<file path="src/nlh_pkg.sv">
`timescale 1ns / 1ps
// ----------------------------------------------------------------------------
// nlh_pkg
// Types and character constants shared by the line hash block.
// ----------------------------------------------------------------------------
package nlh_pkg;

  // Configuration register indexes.
  typedef enum logic [1:0] {
    REG_DROP_ALL_SPACE = 2'd0,
    REG_COLLAPSE_SPACE = 2'd1,
    REG_FOLD_CASE      = 2'd2,
    REG_SQUASH_DIGITS  = 2'd3
  } cfg_index_t;

  typedef struct packed {
    logic drop_all_space;
    logic collapse_space;
    logic fold_case;
    logic squash_digits;
  } cfg_t;

  // Class of the run the last hashed character belongs to.
  typedef enum logic [1:0] {
    RUN_NONE   = 2'd0,
    RUN_SPACE  = 2'd1,
    RUN_NUMBER = 2'd2
  } run_class_t;

  // Normalizer decision for one character.
  typedef struct packed {
    logic       take;
    logic [7:0] code;
    run_class_t run_class;
    logic       newline_seen;
  } norm_t;

  localparam int unsigned HASH_SHIFT   = 7;
  localparam int unsigned OUT_W        = 32;

  localparam logic [7:0] CHAR_NUL      = 8'h00;
  localparam logic [7:0] CHAR_TAB      = 8'h09;
  localparam logic [7:0] CHAR_NL       = 8'h0A;
  localparam logic [7:0] CHAR_CR       = 8'h0D;
  localparam logic [7:0] CHAR_SPACE    = 8'h20;
  localparam logic [7:0] CHAR_ZERO     = 8'h30;
  localparam logic [7:0] CHAR_NINE     = 8'h39;
  localparam logic [7:0] CHAR_UPPER_A  = 8'h41;
  localparam logic [7:0] CHAR_UPPER_Z  = 8'h5A;
  localparam logic [7:0] CASE_OFFSET   = 8'h20;

endpackage

</file>
<file path="src/nlh_norm.sv">
`timescale 1ns / 1ps
// ----------------------------------------------------------------------------
// nlh_norm
// Applies the enabled ignore rules to one character and gives the code to
// hash, whether to hash it, and the run state that follows.
// ----------------------------------------------------------------------------
module nlh_norm (
  input  logic [7:0]         char_code,
  input  nlh_pkg::cfg_t      cfg,
  input  nlh_pkg::run_class_t run_class,
  input  logic               newline_seen,
  output nlh_pkg::norm_t     norm
);
  import nlh_pkg::*;

  logic is_space;
  logic is_digit;
  logic is_upper;
  logic is_stop;

  assign is_space = (char_code == CHAR_SPACE) ||
                    ((char_code >= CHAR_TAB) && (char_code <= CHAR_CR));
  assign is_digit = (char_code >= CHAR_ZERO) && (char_code <= CHAR_NINE);
  assign is_upper = (char_code >= CHAR_UPPER_A) && (char_code <= CHAR_UPPER_Z);
  assign is_stop  = (char_code == CHAR_NL) || (char_code == CHAR_NUL);

  always_comb begin
    norm.take         = 1'b0;
    norm.code         = char_code;
    norm.run_class    = run_class;
    norm.newline_seen = newline_seen;
    // Rule order: end of text, whitespace rules, digit rule, case folding.
    priority if (newline_seen) begin
      norm.take = 1'b0;
    end else if (is_stop) begin
      norm.newline_seen = 1'b1;
    end else if (is_space) begin
      priority if (cfg.drop_all_space) begin
        norm.take = 1'b0;
      end else if (cfg.collapse_space && (run_class == RUN_SPACE)) begin
        norm.take = 1'b0;
      end else begin
        norm.take      = 1'b1;
        norm.code      = cfg.collapse_space ? CHAR_SPACE : char_code;
        norm.run_class = RUN_SPACE;
      end
    end else if (cfg.squash_digits && is_digit) begin
      norm.take      = (run_class != RUN_NUMBER);
      norm.code      = CHAR_ZERO;
      norm.run_class = RUN_NUMBER;
    end else begin
      norm.take      = 1'b1;
      norm.code      = (cfg.fold_case && is_upper) ? (char_code + CASE_OFFSET) : char_code;
      norm.run_class = RUN_NONE;
    end
  end

endmodule

</file>
<file path="src/normalized_line_hash.sv">
`timescale 1ns / 1ps
// ----------------------------------------------------------------------------
// normalized_line_hash
// Hashes a line one character per word into a raw and a normalized hash.
// ----------------------------------------------------------------------------
// One character word is taken every cycle unless char_stall is high. A word
// sits in the input register and is then folded by a single shift-add
// (acc*129 + char) into the raw accumulator and, if the rules take it, into
// the normalized one; a line-end word then moves its hashes into the result
// register. If the result register is still held by hash_stall, a line-end
// word waits in the input register and char_stall rises until the result is
// taken. The four rule registers are written over the cfg port, one bit each,
// always ready; write them only while no line is in flight.
module normalized_line_hash #(
  parameter int unsigned HASH_BITS = 32
) (
  input  logic               clk,
  input  logic               rst,
  input  logic               cfg_valid,
  output logic               cfg_ready,
  input  nlh_pkg::cfg_index_t cfg_index,
  input  logic               cfg_data,
  input  logic               char_valid,
  output logic               char_stall,
  input  logic [7:0]         char_code,
  input  logic               no_char,
  input  logic               line_end,
  output logic               hash_valid,
  input  logic               hash_stall,
  output logic [31:0]        line_hash,
  output logic [31:0]        raw_hash
);
  import nlh_pkg::*;

  cfg_t                 cfg;
  run_class_t           run_class;
  logic                 newline_seen;
  logic [HASH_BITS-1:0] raw_acc;
  logic [HASH_BITS-1:0] norm_acc;

  logic                 s1_valid;
  logic [7:0]           s1_char;
  logic                 s1_no_char;
  logic                 s1_line_end;

  logic                 out_free;
  logic                 s1_go;
  logic                 char_take;
  norm_t                norm;
  logic [HASH_BITS-1:0] raw_code;
  logic [HASH_BITS-1:0] raw_acc_next;
  logic [HASH_BITS-1:0] norm_acc_next;
  logic [HASH_BITS-1:0] line_sel;
  logic                 any_rule;

  assign cfg_ready  = 1'b1;
  assign out_free   = !hash_valid || !hash_stall;
  assign s1_go      = s1_valid && (!s1_line_end || out_free);
  assign char_stall = s1_valid && !s1_go;
  assign char_take  = char_valid && !char_stall;

  nlh_norm u_norm (
    .char_code    (s1_char),
    .cfg          (cfg),
    .run_class    (run_class),
    .newline_seen (newline_seen),
    .norm         (norm)
  );

  // The raw hash takes the byte sign-extended.
  assign raw_code = {{(HASH_BITS-8){s1_char[7]}}, s1_char};

  always_comb begin
    raw_acc_next  = raw_acc;
    norm_acc_next = norm_acc;
    if (!s1_no_char) begin
      raw_acc_next = raw_acc + (raw_acc << HASH_SHIFT) + raw_code;
      if (norm.take) begin
        norm_acc_next = norm_acc + (norm_acc << HASH_SHIFT) +
                        HASH_BITS'(norm.code);
      end
    end
  end

  assign any_rule = cfg.drop_all_space || cfg.collapse_space ||
                    cfg.fold_case || cfg.squash_digits;
  assign line_sel = any_rule ? norm_acc_next : raw_acc_next;

  // Configuration registers.
  always_ff @(posedge clk) begin
    if (rst) begin
      cfg <= '0;
    end else if (cfg_valid && cfg_ready) begin
      unique case (cfg_index)
        REG_DROP_ALL_SPACE: cfg.drop_all_space <= cfg_data;
        REG_COLLAPSE_SPACE: cfg.collapse_space <= cfg_data;
        REG_FOLD_CASE:      cfg.fold_case      <= cfg_data;
        REG_SQUASH_DIGITS:  cfg.squash_digits  <= cfg_data;
      endcase
    end
  end

  // Control state and line state.
  always_ff @(posedge clk) begin
    if (rst) begin
      s1_valid     <= 1'b0;
      hash_valid   <= 1'b0;
      raw_acc      <= '0;
      norm_acc     <= '0;
      run_class    <= RUN_SPACE;
      newline_seen <= 1'b0;
    end else begin
      if (char_take) begin
        s1_valid <= 1'b1;
      end else if (s1_go) begin
        s1_valid <= 1'b0;
      end

      if (s1_go && s1_line_end) begin
        hash_valid <= 1'b1;
      end else if (!hash_stall) begin
        hash_valid <= 1'b0;
      end

      if (s1_go) begin
        if (s1_line_end) begin
          raw_acc      <= '0;
          norm_acc     <= '0;
          run_class    <= RUN_SPACE;
          newline_seen <= 1'b0;
        end else begin
          raw_acc  <= raw_acc_next;
          norm_acc <= norm_acc_next;
          if (!s1_no_char) begin
            run_class    <= norm.run_class;
            newline_seen <= norm.newline_seen;
          end
        end
      end
    end
  end

  // Payload registers.
  always_ff @(posedge clk) begin
    if (char_take) begin
      s1_char     <= char_code;
      s1_no_char  <= no_char;
      s1_line_end <= line_end;
    end
    if (s1_go && s1_line_end) begin
      line_hash <= OUT_W'(line_sel);
      raw_hash  <= OUT_W'(raw_acc_next);
    end
  end

endmodule

</file>
<file path="config.mk">
export PLATFORM = sky130hd
export DESIGN_NAME = normalized_line_hash
export DESIGN_NICKNAME = d
export VERILOG_FILES = /design/src/nlh_pkg.sv /design/src/nlh_norm.sv /design/src/normalized_line_hash.sv
export SDC_FILE = /design/constraint.sdc
export NUM_CORES = 1
export LEC_CHECK = 0
export BUFFER_PORTS_ARGS = -buffer_cell sky130_fd_sc_hd__buf_4
export CORE_MARGIN = 2
export CORE_UTILIZATION = 61
export CTS_CLUSTER_DIAMETER = 80
export CTS_CLUSTER_SIZE = 10
export DETAILED_ROUTE_END_ITERATION = 16
export PLACE_DENSITY = 0.81
export SYNTH_ARGS = -nofsm -noshare
export SYNTH_HDL_FRONTEND = slang
export SYNTH_HIERARCHICAL = 1
export SYNTH_SLANG_ARGS = --single-unit
export TNS_END_PERCENT = 50
</file>
<file path="constraint.sdc">
create_clock -name clk -period 5.8 [get_ports clk]
set_input_delay 0.87 -clock clk [delete_from_list [all_inputs] [get_ports clk]]
set_output_delay 0.87 -clock clk [all_outputs]
set_load 0.05 [all_outputs]
</file>
# Word-level counts from Yosys, hierarchy flattened
# Index checks and enable logic that the tools add are counted.
[totals] ff_bits=147 wordCells=96
[op_classes] reduce_logical=31 eq_ne=13 mux=26 n_addsub=5 order_cmp=6
[ops] op="2-to-1 mux 32 bit" count=6
[ops] op="adder 32 bit" count=3
[ops] op="2-to-1 mux 11 bit" count=4
[ops] op="adder 32 x 8 -> 32 bit" count=1
[ops] op="2-to-1 mux 10 bit" count=2
[ops] op="2-to-1 mux 8 bit" count=2
[ops] op="logical AND 1 bit" count=10
[ops] op="2-to-1 mux 1 bit" count=10
[ops] op="AND reduction 2 bit" count=5
[ops] op="adder 8 x 6 -> 8 bit, second input constant" count=1
[ops] op="equality test 8 x 4 -> 1 bit, second input constant" count=1
[ops] op="equality test 8 x 6 -> 1 bit, second input constant" count=1
[ops] op=">= comparator 8 x 4 -> 1 bit, second input constant" count=1
[ops] op=">= comparator 8 x 6 -> 1 bit, second input constant" count=1
[ops] op=">= comparator 8 x 7 -> 1 bit, second input constant" count=1
[ops] op="less-or-equal comparator 8 x 4 -> 1 bit, second input constant" count=1
[ops] op="less-or-equal comparator 8 x 6 -> 1 bit, second input constant" count=1
[ops] op="less-or-equal comparator 8 x 7 -> 1 bit, second input constant" count=1
[ops] op="logical NOT 8 bit" count=1
[ops] op="logical OR 1 bit" count=7
[ops] op="!= test 2 x 1 -> 1 bit, second input constant" count=3
[ops] op="!= test 3 bit, second input constant" count=2
[ops] op="AND reduction 6 bit" count=1
[ops] op="logical NOT 1 bit" count=5
[ops] op="6 further kinds" count=10

# Logic depth before layout (Yosys ltp)
# Gate-level depths: netlist of run 1.
[depth] ltp_word=12 ltp_mapped=20 ltp_nobuf=20

# Cells and area by module
# The synthesis of run 1 kept the hierarchy.
[by_module_without_submodules] module="normalized_line_hash" n_inst=1 area_per_inst_um2=10199.8 cells_each=1098 seq_area_each_um2=3683.5
[by_module_without_submodules] module="nlh_norm" n_inst=1 area_per_inst_um2=374.1 cells_each=57 seq_area_each_um2=0.0

# Worst setup path after synthesis of run 1
# OpenSTA, ideal clock, no wires.
[synth_timing] path_kind="flip-flop to flip-flop" start="reg s1_char[7]" end="reg line_hash[28] (data pin)" synth_period_minus_slack_ns=4.597 setup_time_ns=0.258 path_stages_with_launch=18 arrival_ns=4.339 setup_slack_ns=1.203 path_buffers=0 cell_sequence="edfxtp_1 -> or3_1 -> nor3_1 -> nor2_1 -> a31o_2 -> inv_1 -> fa_1 -> inv_1 -> ha_1 -> a2111oi_0 -> o21ai_0 -> nand3_1 -> a21oi_1 -> a41oi_1 -> nor2_1 -> o41ai_1 -> xnor2_1 -> o221a_1"
[synth_lines] item="start: declaration" line="normalized_line_hash.sv:42" text="logic [7:0] s1_char;"
[synth_lines] item="start signal: assignment" line="normalized_line_hash.sv:146" text="s1_char <= char_code;"
[synth_lines] item="end signal: assignment" line="normalized_line_hash.sv:151" text="line_hash <= OUT_W'(line_sel);"
[synth_lines] item="end: declaration" line="normalized_line_hash.sv:30" text="output logic [31:0] line_hash,"

==> impl_metrics.json, run 1 <==
{
  "status": "finished clean",
  "rr_startpoint": "s1_char[5]$_DFFE_PP_",
  "die_h_um": 135.7,
  "dp_hpwl_mm": 21.37,
  "final_cell_mix": "nor2_1, nand2_1, ha_1",
  "r2r_cells": 20,
  "routed_wl_mm": 29.41,
  "ys_ff_latch": 147,
  "first_pass_iters": 6,
  "post-route-util_pct": 69.95,
  "hp-class": "flip-flop to flip-flop",
  "fin_skew_ns": 0.01056,
  "crit_type": "flip-flop to flip-flop",
  "leakage_nw": 5.098,
  "slew_violations": 0,
  "post_cts_resized": 0,
  "initial_core_util_pct": 61.78,
  "ir_drop_v": 0.0002717,
  "cp-endpoint": "line_hash[28]$_DFFE_PP_",
  "cts-buffers-inserted": 17,
  "period_needed_ns": 4.934,
  "fin_crit_sh_pct": 85.08,
  "drc_errors": 0,
  "tns_ns": 0,
  "grt_max_degree": 65,
  "hold_slack_ns": 0.5018,
  "path_clk_slew_ns": 0.06,
  "yosysTopAreaCellShare_pct": 21.02,
  "die_area_sq_um": 18400,
  "swShare_pct": 28.78,
  "cts_tree": "built",
  "postCtsSetupBuffers": 0,
  "synthTopCellsByArea": "edfxtp_1, dfxtp_1, ha_1, fa_1, nor2_1",
  "avgSynthCellArea_sq_um": 9.155,
  "cp.required_ns": 5.98,
  "synthCells": 1155,
  "synth.largest_area_cell": "edfxtp_1",
  "postRouteAntennaNets": 0,
  "slew_headroom_pct": 32.42,
  "place_congestion": 0.9788,
  "dieWidth_um": 135.7,
  "grt_usage_pct": 32.74,
  "drt_iter0_markers": 1127,
  "layout_commonest_cell": "nor2_1",
  "cts_sinks": 147,
  "arrival_ns": 5.12,
  "setup_viol": 0,
  "synth_edf_count": 74,
  "final_layout_size_suffix_gt1_share_pct": 14.03,
  "crit_path_start_kind": "flip-flop",
  "r2r-end": "line_hash[28]$_DFFE_PP_",
  "async_flop_share_pct": 0,
  "core_sq_um": 17120,
  "drv_cap": 0,
  "max_freq_mhz": 202.7,
  "syn2layout_area_growth_pct": 13.23,
  "p_int_mw": 2.019,
  "switchingPower_mw": 0.8158,
  "io_buffers": 83,
  "wl_per_cell_um": 20.26,
  "clockBufferDepth": 2,
  "clk-insertion-delay-late_ns": 0.43,
  "r2r_slack_ns": 0.87,
  "rsz0062_at_grt": "no",
  "grt_pass1_vias": 8737,
  "path_max_fanout": 8,
  "hold_viol_final": 0,
  "htreeDepth": 4,
  "ys_seq_area_share_pct": 34.84,
  "vias": 9336,
  "end_kind": "flip-flop",
  "ios": 85,
  "worstMarginPinSlew_ns": 1.005,
  "synth_cell_type_count": 85,
  "rows": 48,
  "power_density_nw_per_um2": 236.7,
  "pwr-share-seq_pct": 41.1,
  "crit_start": "s1_char[5]$_DFFE_PP_",
  "p_clk_share_pct": 41.2,
  "finish.net_count": 1357,
  "synthesis.nets": 1299,
  "overflow": 0,
  "grt_pass1_wl_mm": 46.65,
  "antenna_found_initial": 0,
  "cts-root-buf": "clkbuf_16",
  "vias_per_cell": 6.430,
  "holdBufCountCts": 0,
  "synth-main-ff-cell": "edfxtp_1",
  "syn-cell-area_sq_um": 10570,
  "power_frac_comb_pct": 17.6,
  "finalPower_mw": 2.835,
  "yosysWarnings": 6
}
[layout make-up]
type | instances | area, sq um
diodes | 1 | 2.502
clock buffers | 21 | 471.7
clock inverters | 11 | 145.1
fillers | 1304 | 5144
inverters | 38 | 142.6
multi-input cells | 914 | 6533
flip-flops and latches | 147 | 3684
well taps | 225 | 281.5
repair buffers | 95 | 713.2
[metrics by stage]
step	area, sq um	worst slack [ns]	cells
global route	11970	0.3636	1451
CTS	11970	0.9487	1451
global placement	11350	1.116	1419
floorplan	10570	1.203	1155
finish	11970	0.8656	1452
detailed placement	11350	0.9416	1419
[sequential cells by signal, indices dropped and copies added (netlist names)]
name          flops
raw_hash         32
line_hash        32
s1_valid          1
raw_acc          32
s1_char           8
norm_acc         32
cfg               4
run_class         2
s1_line_end       1
s1_no_char        1
hash_valid        1
newline_seen      1
[cell families after synthesis]
kind of cell | count (synthesis) | synth area share (%)
other | 1 | 0.03546
muxes | 16 | 1.609
xor gates and xnor gates | 53 | 4.461
AOI/OAI and AO/OA | 343 | 22.34
and+or+nand+nor | 375 | 16.38
buffers and inverters | 94 | 3.514
adders and majority gates | 126 | 16.83
DFF | 147 | 34.84
[critical path: stages, from the launching register on]
cell and delay, ns:
edfxtp_1 0.51, inv_1 0.18, ha_1 0.17, nand4_1 0.10, nor3_1 0.24, a31o_2 0.16
and4b_1 0.22, a31o_2 0.16, inv_1 0.06, fa_1 0.47, inv_1 0.04, ha_1 0.35
a2111oi_0 0.35, o21ai_0 0.20, nand3_1 0.20, a21oi_1 0.10, a41oi_1 0.43, nor2_1 0.10
o41ai_1 0.31, xnor2_1 0.13, o221a_1 0.21
[synth_stat cells, types with 14 or more instances]
library cell and instances:
nor2_1 125, nand2_1 122, ha_1 99, a21oi_1 75
edfxtp_1 74, dfxtp_1 73, o21ai_0 65, clkbuf_1 45
inv_1 37, a22oi_1 33, fa_1 27, xnor2_1 27
xor2_1 25, a21o_1 20, nand3_1 19, nor2b_1 18
a31oi_1 17, nor3_1 17, a211oi_1 14, o21a_1 14
[power groups by stage]
stage	Combinational, mW	Clock [mW]	Sequential, mW
final	0.500	1.17	1.17
after global routing	0.536	1.21	1.17
after CTS	0.489	1.17	1.17
after detailed placement	0.482	0	1.19
after global placement	0.471	0	1.19
after floorplan	0.284	0	1.24
[routing by layer]
metal  track usage, %  wire length [um]  vias to the layer above
met4            10.82               742                        0
met1            45.87             12310                     4393
met2            51.43             13500                      523
met5                0                 0                        -
li1                 -                 -                     4362
met3            5.911              2859                       58
[worst min path at each step]
stage | to | cells past startpoint | startpoint
2_1_floorplan | norm_acc[26]$_SDFFE_PP0P_ | 2 | norm_acc[26]$_SDFFE_PP0P_
3_3_place_gp | raw_acc[0]$_SDFFE_PP0P_ | 2 | raw_acc[0]$_SDFFE_PP0P_
3_5_place_dp | raw_acc[0]$_SDFFE_PP0P_ | 2 | raw_acc[0]$_SDFFE_PP0P_
4_1_cts | raw_acc[26]$_SDFFE_PP0P_ | 2 | raw_acc[26]$_SDFFE_PP0P_
5_1_grt | raw_acc[26]$_SDFFE_PP0P_ | 2 | raw_acc[26]$_SDFFE_PP0P_
6_report | raw_acc[26]$_SDFFE_PP0P_ | 2 | raw_acc[26]$_SDFFE_PP0P_
(Power assumes the default switching activity.)
==> run 2, diff against run 1 <==
CORE_ASPECT_RATIO = 1.1   (was unset)
clock period = 4.95 ns   (was 5.8 ns; I/O delays follow)
==> impl_metrics.json, run 2 (same netlist as run 1, synthesis figures left out) <==
{
  "swShare_pct": 30.51,
  "ff_latch_area_sq_um": 3684,
  "drv_cap": 0,
  "hold_viol_final": 0,
  "place_congestion": 0.9589,
  "die_h_um": 142.1,
  "holdBufCountCts": 0,
  "die_area_sq_um": 18400,
  "worstMarginPinSlew_ns": 1.026,
  "io_buffers": 83,
  "worstHoldStart": "no_char",
  "arrival_ns": 4.87,
  "r2r-end": "line_hash[31]$_DFFE_PP_",
  "p_clk_share_pct": 38.5,
  "final_cell_mix": "nor2_1, nand2_1, buf_4",
  "power_frac_comb_pct": 18.5,
  "drt_iter0_markers": 1065,
  "clockBufferDepth": 2,
  "ir_drop_v": 0.0002729,
  "drc_errors": 0,
  "postRouteAntennaNets": 0,
  "rr_startpoint": "s1_char[4]$_DFFE_PP_",
  "final_layout_size_suffix_gt1_share_pct": 14.70,
  "rows": 50,
  "cts_tree": "built",
  "switchingPower_mw": 0.9683,
  "hold_depth": 1,
  "wl_per_cell_um": 19.96,
  "path_max_fanout": 7,
  "tns_ns": 0,
  "stdcell_count": 1465,
  "max_freq_mhz": 213.8,
  "layout_commonest_cell": "nor2_1",
  "dp.cells": 1430,
  "finish.net_count": 1362,
  "fin_crit_sh_pct": 94.49,
  "slew_headroom_pct": 31.38,
  "path_clk_slew_ns": 0.06,
  "dieWidth_um": 129.5,
  "first_pass_iters": 6,
  "grt_usage_pct": 32.54,
  "slew_violations": 0,
  "end_kind": "flip-flop",
  "vias_per_cell": 6.332,
  "leakage_nw": 5.090,
  "min_to": "s1_no_char$_DFFE_PP_",
  "initial_core_util_pct": 62.14,
  "clk-insertion-delay-late_ns": 0.44,
  "overflow": 0,
  "placed_cell_area_sq_um": 11380,
  "r2r_slack_ns": 0.27,
  "dp_hpwl_mm": 21.71,
  "fin_skew_ns": 0.01037,
  "routed_wl_mm": 29.24,
  "crit_path_start_kind": "flip-flop",
  "period_needed_ns": 4.677,
  "setup_viol": 0,
  "r2r_cells": 18,
  "post-route-util_pct": 70.41,
  "hold_slack_ns": 0.4778,
  "multi_input_area_sq_um": 6560,
  "vias": 9277,
  "rsz0062_at_grt": "no",
  "antenna_found_initial": 0,
  "core_sq_um": 17020,
  "crit_type": "flip-flop to flip-flop",
  "ios": 85,
  "p_int_mw": 2.206,
  "htreeDepth": 4,
  "status": "finished clean",
  "n_antenna_cell": 0,
  "cts-buffers-inserted": 17,
  "pwr-share-seq_pct": 43.0,
  "grt_max_degree": 64,
  "grt_pass1_wl_mm": 46.37,
  "cp.required_ns": 5.14,
  "hp-class": "input port to flip-flop",
  "fillers": 1273,
  "grt_pass1_vias": 8857,
  "cts-root-buf": "clkbuf_16",
  "power_density_nw_per_um2": 264.9,
  "cts_sinks": 147,
  "syn2layout_area_growth_pct": 13.31,
  "final_area_sq_um": 11980
}
run 2: power by group through the flow:
stage | sequential (mW) | combinational, mW | clock, mW
global route | 1.37 | 0.632 | 1.27
CTS | 1.37 | 0.572 | 1.22
global placement | 1.39 | 0.555 | 0
finish | 1.37 | 0.586 | 1.22
detailed placement | 1.39 | 0.566 | 0
floorplan | 1.46 | 0.333 | 0
run 2: final cells by class:
type,instances,area share [%]
clock inverters,13,0.8145
inverters,38,1.190
multi-input cells,914,54.75
flip-flops and latches,147,30.74
well taps,234,2.444
repair buffers,100,6.266
clock buffers,19,3.791
run 2: what timing repair did:
| action | in CTS | in global routing |
|---|---|---|
| setup endpoints to repair | 0 | 7 |
| resized for setup | 0 | 6 |
| setup buffers | 0 | 3 |
run 2: metrics by stage:
stage	setup slack, ns	power (mW)
2_1_floorplan	0.3528	1.791
3_5_place_dp	0.2457	1.957
6_report	0.2726	3.174
5_1_grt	0.005662	3.276
4_1_cts	0.2187	3.155
3_3_place_gp	0.3384	1.945
run 2: worst max-delay path by stage:
| stage | from | end | slack, ns | depth (start not counted) |
|---|---|---|---|---|
| 2_1_floorplan | s1_char[7]$_DFFE_PP_ | line_hash[28]$_DFFE_PP_ | 0.35 | 17 |
| 3_3_place_gp | s1_char[6]$_DFFE_PP_ | line_hash[28]$_DFFE_PP_ | 0.34 | 19 |
| 3_5_place_dp | s1_char[6]$_DFFE_PP_ | line_hash[28]$_DFFE_PP_ | 0.25 | 19 |
| 4_1_cts | s1_char[6]$_DFFE_PP_ | line_hash[28]$_DFFE_PP_ | 0.22 | 19 |
| 5_1_grt | s1_char[5]$_DFFE_PP_ | line_hash[18]$_DFFE_PP_ | 0.006 | 20 |
| 6_report | s1_char[4]$_DFFE_PP_ | line_hash[31]$_DFFE_PP_ | 0.27 | 18 |
run 2: critical path, stage by stage (launching register included):
cell	delay (ns)
edfxtp_1	0.51
or3_1	0.40
nor4b_1	0.41
o21ai_2	0.13
a21oi_4	0.24
nor2b_1	0.11
ha_1	0.29
ha_1	0.18
inv_1	0.06
fa_1	0.39
nor2b_1	0.20
o31ai_2	0.11
a211oi_1	0.34
nor4_1	0.10
o21ai_0	0.29
xnor2_1	0.18
nor2_2	0.07
xor2_1	0.15
mux2_2	0.27
run 2: layer usage:
metal	global-route usage, %	vias to the layer above	part of all wire [%]
met5	0	-	0
met4	10.24	0	2.6
met3	5.150	72	8.2
met2	51.88	479	47
met1	45.67	4364	43
li1	-	4362	-
